`src/sv/owbm_pkg.sv`:
```
// Shared types, constants and helpers for the one-wire bus master.
`default_nettype none

package owbm_pkg;

   // Interval timer width and configuration register width
   localparam int TIMER_BITS = 10;
   localparam int CFG_W      = 10;
   localparam int NUM_CFG    = 8;
   localparam int CFG_IDX_W  = $clog2(NUM_CFG);
   localparam int CSR_ADDR_W = CFG_IDX_W + 2;
   localparam int CSR_DATA_W = 32;
   localparam int CMP_W      = (TIMER_BITS > CFG_W) ? TIMER_BITS : CFG_W;

   localparam logic [TIMER_BITS-1:0] TIMER_MAX = '1;

   // Configuration register indexes
   localparam logic [CFG_IDX_W-1:0] CFG_RESET_LOW     = 3'd0;
   localparam logic [CFG_IDX_W-1:0] CFG_RESET_RELEASE = 3'd1;
   localparam logic [CFG_IDX_W-1:0] CFG_PRESENCE_WAIT = 3'd2;
   localparam logic [CFG_IDX_W-1:0] CFG_PRESENCE_LOW  = 3'd3;
   localparam logic [CFG_IDX_W-1:0] CFG_SHORT_PULSE   = 3'd4;
   localparam logic [CFG_IDX_W-1:0] CFG_LONG_PULSE    = 3'd5;
   localparam logic [CFG_IDX_W-1:0] CFG_SAMPLE_DELAY  = 3'd6;
   localparam logic [CFG_IDX_W-1:0] CFG_READ_RECOVERY = 3'd7;

   localparam logic [CFG_W-1:0] CFG_RESET_VAL [NUM_CFG] = '{
      10'd750, 10'd15, 10'd200, 10'd240, 10'd2, 10'd60, 10'd12, 10'd50
   };

   typedef logic [NUM_CFG-1:0][CFG_W-1:0] cfg_array_type;

   typedef enum logic [1:0] {
      CMD_TICK  = 2'd0,
      CMD_RESET = 2'd1,
      CMD_WRITE = 2'd2,
      CMD_READ  = 2'd3
   } cmd_type;

   typedef struct packed {
      cmd_type    command;
      logic [7:0] data_byte;
      logic       line_level;
   } req_beat_type;

   typedef struct packed {
      logic       drive_low;
      logic       busy_res;
      logic       done_res;
      logic       presence_fail;
      logic [7:0] read_data;
   } rsp_beat_type;

   // Interval length from a register: zero counts as one, clamp to the timer range
   function automatic logic [TIMER_BITS-1:0] load_interval(input logic [CFG_W-1:0] v);
      logic [CMP_W-1:0] w;
      w = (v == '0) ? CMP_W'(1) : CMP_W'(v);
      if (w > CMP_W'(TIMER_MAX)) begin
         w = CMP_W'(TIMER_MAX);
      end
      return TIMER_BITS'(w);
   endfunction

endpackage

`default_nettype wire

```
`src/sv/owbm_seq.sv`:
```
// Bus sequencer: phase state, interval timer, bit shifter and per-tick result logic.
`default_nettype none

module owbm_seq
   import owbm_pkg::*;
(
   input  wire logic          clock,
   input  wire logic          reset,
   input  wire logic          step_en,
   input  wire req_beat_type  beat,
   input  wire cfg_array_type cfg,
   output rsp_beat_type       result
);

   typedef enum logic [9:0] {
      PH_IDLE      = 10'b0000000001,
      PH_RST_LOW   = 10'b0000000010,
      PH_RST_REL   = 10'b0000000100,
      PH_WAIT_FALL = 10'b0000001000,
      PH_WAIT_RISE = 10'b0000010000,
      PH_W_LOW     = 10'b0000100000,
      PH_W_REL     = 10'b0001000000,
      PH_R_LOW     = 10'b0010000000,
      PH_R_WAIT    = 10'b0100000000,
      PH_R_REC     = 10'b1000000000
   } phase_type;

   phase_type             phase_ff, phase_in;
   logic [TIMER_BITS-1:0] timer_ff, timer_in;
   logic [2:0]            bit_ff, bit_in;
   logic [7:0]            shift_ff, shift_in;
   logic                  fail_ff, fail_in;
   logic [7:0]            last_ff, last_in;
   logic                  drive, busy, done;

   // Work out one tick: start a command when idle, then advance the phase
   always_comb begin
      phase_in = phase_ff;
      timer_in = timer_ff;
      bit_in   = bit_ff;
      shift_in = shift_ff;
      fail_in  = fail_ff;
      last_in  = last_ff;
      drive    = 1'b0;
      done     = 1'b0;

      if (phase_in == PH_IDLE && beat.command != CMD_TICK) begin
         bit_in = '0;
         unique case (beat.command)
            CMD_RESET: begin
               fail_in  = 1'b0;
               phase_in = PH_RST_LOW;
               timer_in = load_interval(cfg[CFG_RESET_LOW]);
            end
            CMD_WRITE: begin
               shift_in = beat.data_byte;
               phase_in = PH_W_LOW;
               timer_in = load_interval(beat.data_byte[0] ? cfg[CFG_SHORT_PULSE]
                                                          : cfg[CFG_LONG_PULSE]);
            end
            CMD_READ: begin
               shift_in = '0;
               phase_in = PH_R_LOW;
               timer_in = load_interval(cfg[CFG_SHORT_PULSE]);
            end
            CMD_TICK: begin
            end
         endcase
      end

      busy = (phase_in != PH_IDLE);

      unique case (phase_in)
         PH_IDLE: begin
         end
         PH_RST_LOW: begin
            drive = 1'b1;
            if (timer_in <= TIMER_BITS'(1)) begin
               phase_in = PH_RST_REL;
               timer_in = load_interval(cfg[CFG_RESET_RELEASE]);
            end else begin
               timer_in = timer_in - TIMER_BITS'(1);
            end
         end
         PH_RST_REL: begin
            if (timer_in <= TIMER_BITS'(1)) begin
               phase_in = PH_WAIT_FALL;
               timer_in = '0;
            end else begin
               timer_in = timer_in - TIMER_BITS'(1);
            end
         end
         PH_WAIT_FALL: begin
            if (beat.line_level) begin
               timer_in = timer_in + TIMER_BITS'(1);
               if (timer_in >= load_interval(cfg[CFG_PRESENCE_WAIT])) begin
                  fail_in = 1'b1;
                  done    = 1'b1;
               end
            end else begin
               // the first low sample already counts towards the rise wait
               phase_in = PH_WAIT_RISE;
               timer_in = TIMER_BITS'(1);
               if (timer_in >= load_interval(cfg[CFG_PRESENCE_LOW])) begin
                  fail_in = 1'b1;
                  done    = 1'b1;
               end
            end
         end
         PH_WAIT_RISE: begin
            if (beat.line_level) begin
               done = 1'b1;
            end else begin
               timer_in = timer_in + TIMER_BITS'(1);
               if (timer_in >= load_interval(cfg[CFG_PRESENCE_LOW])) begin
                  fail_in = 1'b1;
                  done    = 1'b1;
               end
            end
         end
         PH_W_LOW: begin
            drive = 1'b1;
            if (timer_in <= TIMER_BITS'(1)) begin
               phase_in = PH_W_REL;
               timer_in = load_interval(shift_in[0] ? cfg[CFG_LONG_PULSE]
                                                    : cfg[CFG_SHORT_PULSE]);
            end else begin
               timer_in = timer_in - TIMER_BITS'(1);
            end
         end
         PH_W_REL: begin
            if (timer_in <= TIMER_BITS'(1)) begin
               timer_in = '0;
               if (bit_in == 3'd7) begin
                  done = 1'b1;
               end else begin
                  bit_in   = bit_in + 3'd1;
                  shift_in = {1'b0, shift_in[7:1]};
                  phase_in = PH_W_LOW;
                  timer_in = load_interval(shift_in[0] ? cfg[CFG_SHORT_PULSE]
                                                       : cfg[CFG_LONG_PULSE]);
               end
            end else begin
               timer_in = timer_in - TIMER_BITS'(1);
            end
         end
         PH_R_LOW: begin
            drive = 1'b1;
            if (timer_in <= TIMER_BITS'(1)) begin
               phase_in = PH_R_WAIT;
               timer_in = load_interval(cfg[CFG_SAMPLE_DELAY]);
            end else begin
               timer_in = timer_in - TIMER_BITS'(1);
            end
         end
         PH_R_WAIT: begin
            // sample on the last tick of the delay, shift in from the top
            if (timer_in <= TIMER_BITS'(1)) begin
               shift_in = {beat.line_level, shift_in[7:1]};
               phase_in = PH_R_REC;
               timer_in = load_interval(cfg[CFG_READ_RECOVERY]);
            end else begin
               timer_in = timer_in - TIMER_BITS'(1);
            end
         end
         PH_R_REC: begin
            if (timer_in <= TIMER_BITS'(1)) begin
               timer_in = '0;
               if (bit_in == 3'd7) begin
                  last_in = shift_in;
                  done    = 1'b1;
               end else begin
                  bit_in   = bit_in + 3'd1;
                  phase_in = PH_R_LOW;
                  timer_in = load_interval(cfg[CFG_SHORT_PULSE]);
               end
            end else begin
               timer_in = timer_in - TIMER_BITS'(1);
            end
         end
         default: begin
            phase_in = PH_IDLE;
         end
      endcase

      if (done) begin
         phase_in = PH_IDLE;
         timer_in = '0;
      end
   end

   // Drive the result of this tick
   always_comb begin
      result.drive_low     = drive;
      result.busy_res      = busy;
      result.done_res      = done;
      result.presence_fail = fail_in;
      result.read_data     = last_in;
   end

   // Advance the state once per accepted tick
   always_ff @(posedge clock) begin
      if (reset) begin
         phase_ff <= PH_IDLE;
         timer_ff <= '0;
         bit_ff   <= '0;
         shift_ff <= '0;
         fail_ff  <= 1'b0;
         last_ff  <= '0;
      end else if (step_en) begin
         phase_ff <= phase_in;
         timer_ff <= timer_in;
         bit_ff   <= bit_in;
         shift_ff <= shift_in;
         fail_ff  <= fail_in;
         last_ff  <= last_in;
      end
   end

`ifndef SYNTH
   a_done_busy: assert property (@(posedge clock) disable iff (reset)
      step_en && result.done_res |-> result.busy_res)
      else $error("done without busy");

   a_done_idle: assert property (@(posedge clock) disable iff (reset)
      step_en && result.done_res |=> phase_ff == PH_IDLE)
      else $error("sequencer not idle after completion");

   a_drive_busy: assert property (@(posedge clock) disable iff (reset)
      step_en && result.drive_low |-> result.busy_res)
      else $error("bus pulled low while idle");

   a_idle_timer: assert property (@(posedge clock) disable iff (reset)
      phase_ff == PH_IDLE |-> timer_ff == '0)
      else $error("interval timer running while idle");
`endif

endmodule

`default_nettype wire

```
`src/sv/one_wire_bus_master_core.sv`:
```
// Top level of the one-wire bus master: register port, input stage and result stage.
//
// Usage: every req_ beat is one microsecond tick carrying a command (tick only,
// reset and detect, write byte, read byte), the byte to write and the sampled
// bus level. Each accepted beat yields exactly one rsp_ beat with drive_low
// (open-drain pull), busy, a one-tick done flag, the held presence result and
// the held byte of the last completed read.
// The accept edge loads the input register; once the result stage is free or
// being drained, the sequencer steps into the result register, which drives
// rsp_valid. One beat every cycle while rsp_stall is low.
// A command is taken only while the sequencer is idle; commands arriving while
// an operation runs are ignored.
// Timing registers sit on the csr_ port at byte address 4*index; write them only
// while the block is idle. A zero value counts as one tick.
// Reset (synchronous) empties both stages, idles the sequencer and loads the
// default timings. When rsp_stall is high the result stage holds, the input
// stage fills, and req_stall rises only once both are occupied.
`default_nettype none

module one_wire_bus_master_core
   import owbm_pkg::*;
(
   input  wire logic                  clock,
   input  wire logic                  reset,
   input  wire logic                  req_valid,
   output logic                       req_stall,
   input  wire req_beat_type          req_data,
   output logic                       rsp_valid,
   input  wire logic                  rsp_stall,
   output rsp_beat_type               rsp_data,
   input  wire logic                  csr_psel,
   input  wire logic                  csr_penable,
   input  wire logic                  csr_pwrite,
   input  wire logic [CSR_ADDR_W-1:0] csr_paddr,
   input  wire logic [CSR_DATA_W-1:0] csr_pwdata,
   output logic      [CSR_DATA_W-1:0] csr_prdata,
   output logic                       csr_pready
);

   logic [CFG_W-1:0] cfg_ff [NUM_CFG];
   cfg_array_type    cfg_vec;
   logic             cfg_wr;
   logic [CFG_IDX_W-1:0] cfg_idx;

   logic         in_valid_ff, in_valid_in;
   req_beat_type in_data_ff;
   logic         out_valid_ff, out_valid_in;
   rsp_beat_type out_data_ff;
   rsp_beat_type step_result;
   logic         req_fire, step_fire, rsp_fire;

   // Register port
   assign csr_pready = 1'b1;
   assign cfg_idx    = csr_paddr[CSR_ADDR_W-1:2];
   assign cfg_wr     = csr_psel && csr_penable && csr_pwrite;
   assign csr_prdata = CSR_DATA_W'(cfg_ff[cfg_idx]);

   always_ff @(posedge clock) begin
      if (reset) begin
         for (int i = 0; i < NUM_CFG; i++) begin
            cfg_ff[i] <= CFG_RESET_VAL[i];
         end
      end else if (cfg_wr) begin
         cfg_ff[cfg_idx] <= csr_pwdata[CFG_W-1:0];
      end
   end

   always_comb begin
      for (int i = 0; i < NUM_CFG; i++) begin
         cfg_vec[i] = cfg_ff[i];
      end
   end

   // Handshake: step when the result stage is free or being drained
   assign step_fire = in_valid_ff && (!out_valid_ff || !rsp_stall);
   assign req_stall = in_valid_ff && !step_fire;
   assign req_fire  = req_valid && !req_stall;
   assign rsp_fire  = out_valid_ff && !rsp_stall;

   always_comb begin
      in_valid_in = in_valid_ff;
      if (req_fire) begin
         in_valid_in = 1'b1;
      end else if (step_fire) begin
         in_valid_in = 1'b0;
      end
      out_valid_in = out_valid_ff;
      if (step_fire) begin
         out_valid_in = 1'b1;
      end else if (rsp_fire) begin
         out_valid_in = 1'b0;
      end
   end

   // Hold the input beat
   always_ff @(posedge clock) begin
      if (reset) begin
         in_valid_ff <= 1'b0;
      end else begin
         in_valid_ff <= in_valid_in;
      end
   end

   always_ff @(posedge clock) begin
      if (req_fire) begin
         in_data_ff <= req_data;
      end
   end

   owbm_seq u_seq (
      .clock   (clock),
      .reset   (reset),
      .step_en (step_fire),
      .beat    (in_data_ff),
      .cfg     (cfg_vec),
      .result  (step_result)
   );

   // Hold the result beat until taken
   always_ff @(posedge clock) begin
      if (reset) begin
         out_valid_ff <= 1'b0;
      end else begin
         out_valid_ff <= out_valid_in;
      end
   end

   always_ff @(posedge clock) begin
      if (step_fire) begin
         out_data_ff <= step_result;
      end
   end

   assign rsp_valid = out_valid_ff;
   assign rsp_data  = out_data_ff;

endmodule

`default_nettype wire
```
`config.mk`:
```
export PLATFORM = sky130hd
export DESIGN_NAME = one_wire_bus_master_core
export DESIGN_NICKNAME = d
export VERILOG_FILES = /design/src/sv/owbm_pkg.sv /design/src/sv/owbm_seq.sv /design/src/sv/one_wire_bus_master_core.sv
export SDC_FILE = /design/constraint.sdc
export NUM_CORES = 1
export LEC_CHECK = 0
export ABC_AREA = 1
export BUFFER_PORTS_ARGS = -buffer_cell sky130_fd_sc_hd__clkbuf_2
export CAP_MARGIN = 40
export CORE_UTILIZATION = 40
export DETAILED_ROUTE_END_ITERATION = 16
export GPL_TIMING_DRIVEN = 0
export PLACE_DENSITY = 0.58
export SLEW_MARGIN = 30
export SYNTH_ARGS = -nofsm -noshare
export SYNTH_HDL_FRONTEND = slang
export SYNTH_SLANG_ARGS = --single-unit
export TNS_END_PERCENT = 1
```
`constraint.sdc`:
```
create_clock -name clock -period 11.66 [get_ports clock]
set_input_delay 1.166 -clock clock [delete_from_list [all_inputs] [get_ports clock]]
set_output_delay 1.166 -clock clock [all_outputs]
set_load 0.02 [all_outputs]
```
==> out/results.ini <==
[power_and_ir_drop]
ir_drop_mv = 0.0862
power.density_nw_per_um2 = 134
p_leak_nw = 5.51
clockPowerShare = 0.352
p_total_mw = 1.61
power_frac_seq = 0.378
p_sw_frac = 0.358
p_switching_uw = 574
share_comb_of_total_power = 0.270
internal-power_mw = 1.03

[setup_path]
r2r_start = in_data_ff[9]
reg2regPathDepth = 30
critPathLaunchType = flip-flop
crit_type = reg -> reg
crit_fanout = 12
critPathArrivalTime_ps = 5410
crit_path_frequent_cell = nand2_1
startpoint = in_data_ff[9]
r2r_slack_ps = 6600
cp_slowest_cell = edfxtp_1
cp-end-kind = flip-flop
cp_slowest_stage_delay_ps = 540
regToRegEndpoint = u_seq.timer_ff[8]
required_ps = 12020

[clock_network]
cts_resized = 0
cts.sinks = 145
cts-htree-levels = 4
ctsRootBufferMaster = clkbuf_16
clk_latency_ps = 430
cts_hold_buf = 0
postCtsSetupRepairBufs = 0
clockBufferDepth = 2
cts_tree = yes
clk_pin_slew_ps = 60
numCtsBuffers = 17

[timing]
post-route-min-period_ps = 5060
fmax_mhz = 198
finClkSkew_ps = 16.6
tns_ps = 0
finalSetupViolCount = 0
rsz0062_at_grt = no
period_share = 0.434
maxSlewViolCount = 0
maxSlewHeadroom = 0.389
hold_violations = 0
tightestPinTransition_ps = 909

[yosys]
yosysUniqueCellTypes = 52
synth_seq_area_share = 0.372
ys_seq_elements = 145
synth_edf_count = 103
synth_cells = 1519
synthTopCellsByArea = edfxtp_1, nand2_1, nor2_1, dfxtp_1, inv_1
synthArstFlopShare = 0
synth_top_area_frac = 0.292
avgSynthCellArea_sq_um = 6.96
synth_warnings = 0
synth_flop_cell = edfxtp_1
netlist_area_sq_um = 10600
synth_most_common_cell = nand2_1
synthTopCellsByCount = nand2_1, nor2_1, inv_1
yosysTopAreaCell = edfxtp_1

[final_layout]
area_delta_synth_final_pct = 13.1
num-fill-cells = 2752
n_antenna_cell = 0
utilization = 0.460
nNetsFinal = 1694
layout-drive-gt1-share = 0.136

[hold_path]
worstHoldStart = u_seq.timer_ff[0]
hold_class = reg -> reg
hold_depth = 2
min_to = u_seq.timer_ff[0]

[die]
rows = 59
initial_core_util = 0.407
dieHeight_um = 165
dieWidth_um = 165
io_pins = 102
dieArea_sq_um = 27100
coreArea_sq_um = 26000

[placed_design]
gp_congestion = 1.01
portBuffers = 53
place_hpwl_um = 31800

[global_route]
grt_pass1_wl_um = 59900
grt_max_degree = 22
grt_overflow = 0
grtUsageTotal = 0.304
grt_pass1_vias = 10000
antenna_found_initial = 0

[route]
avgViaCountPerCell = 5.39
drt-wirelength-per-cell_um = 20.4
firstDrtPassIters = 6
drc = 0
drtIter0Drc = 892
vias = 10600
final_antenna_net_count = 0
drt-total-wl_um = 40100

[run]
cap_viol_max_count = 0

[status]
status = completed

power by group through the flow:
stage / combinational [mW] / clock (mW) / sequential (mW)
after floorplan: 0.291 / 0 / 0.607
after global placement: 0.424 / 0 / 0.617
after detailed placement: 0.426 / 0 / 0.617
after CTS: 0.427 / 0.569 / 0.605
after global routing: 0.476 / 0.586 / 0.608
final: 0.434 / 0.565 / 0.607
state kept, by name (all words and copies together), names as in the netlist:
register	count
u_seq.timer_ff	10
cfg_ff	80
rsp_valid	1
in_data_ff	11
u_seq.bit_ff	3
u_seq.phase_ff	10
in_valid_ff	1
rsp_data	12
u_seq.shift_ff	8
u_seq.last_ff	8
u_seq.fail_ff	1
how the worst max path moves through the flow:
stage / endpoint / slack, ps / depth (start not counted)
final: u_seq.timer_ff[8] / 6600 / 30
after global routing: u_seq.timer_ff[8] / 6250 / 30
after CTS: u_seq.timer_ff[8] / 6670 / 31
after detailed placement: u_seq.timer_ff[8] / 6700 / 30
after global placement: u_seq.timer_ff[8] / 6710 / 30
after floorplan: u_seq.phase_ff[0] / 7990 / 29
worst max-delay path: cells and delay by family, from the launching register on:
family / cells / cell delay, ps
buffers and inverters: 6 / 920
AO/OA/AOI/OAI: 4 / 610
flip-flops: 1 / 540
adder cells (fa/ha/maj): 2 / 530
AND/OR/NAND/NOR: 18 / 2400
kinds of logic (layout without fill, tap and decap cells):
kind of cell	count (synthesis)	count (layout)	share of synthesized area
adders and majority gates	23	23	0.0272
other	2	23	0.000710
xor gates and xnor gates	2	2	0.00166
and+or+nand+nor	864	864	0.365
AOI/OAI and AO/OA	212	212	0.123
DFF	145	145	0.372
buffers and inverters	271	360	0.111
metrics by stage:
stage                     instance area [sq um]  instances  setup slack [ps]  hold slack, ps
after floorplan                           10700       1540              7990             441
after global placement                    11300       1928              6710             451
after detailed placement                  11400       1932              6700             458
after CTS                                 12000       1964              6670             467
after global routing                      12000       1964              6250             492
final                                     12000       1964              6600             472
final cells by class:
cell class / count / area [sq um] / area share
buffer: 55 / 364 / 0.0304
clock buffer: 23 / 500 / 0.0418
clock inverter: 9 / 92.6 / 0.00774
inverter: 216 / 811 / 0.0678
multi-input combinational: 1124 / 5550 / 0.464
sequential: 145 / 3930 / 0.329
tap: 335 / 419 / 0.0350
timing repair buffer: 57 / 292 / 0.0244
layer usage:
| layer | wire length (um) | track usage |
|---|---|---|
| met1 | 17200 | 0.399 |
| met2 | 18300 | 0.489 |
| met3 | 2510 | 0.0369 |
| met4 | 2110 | 0.162 |
| met5 | 0 | 0 |
placed cells by master, fill, tap and decap left out, drive strengths merged, types with 2 or more instances in the layout:
cell type / count
inv: 215
o2111ai: 7
buf: 46
nand2: 430
dfxtp: 42
nand3b: 2
xor2: 2
nand3: 123
conb: 23
and2: 3
o211ai: 5
clkinv: 8
nor3: 18
a221oi: 10
o22ai: 19
nor2: 251
edfxtp: 103
a31oi: 3
nor4: 9
clkbuf: 89
a21oi: 49
a31o: 2
or2: 6
a211oi: 5
nand4: 22
a22oi: 12
o21ai: 92
ha: 23
o21bai: 3
Note: power is estimated with default switching activity, not from simulation.
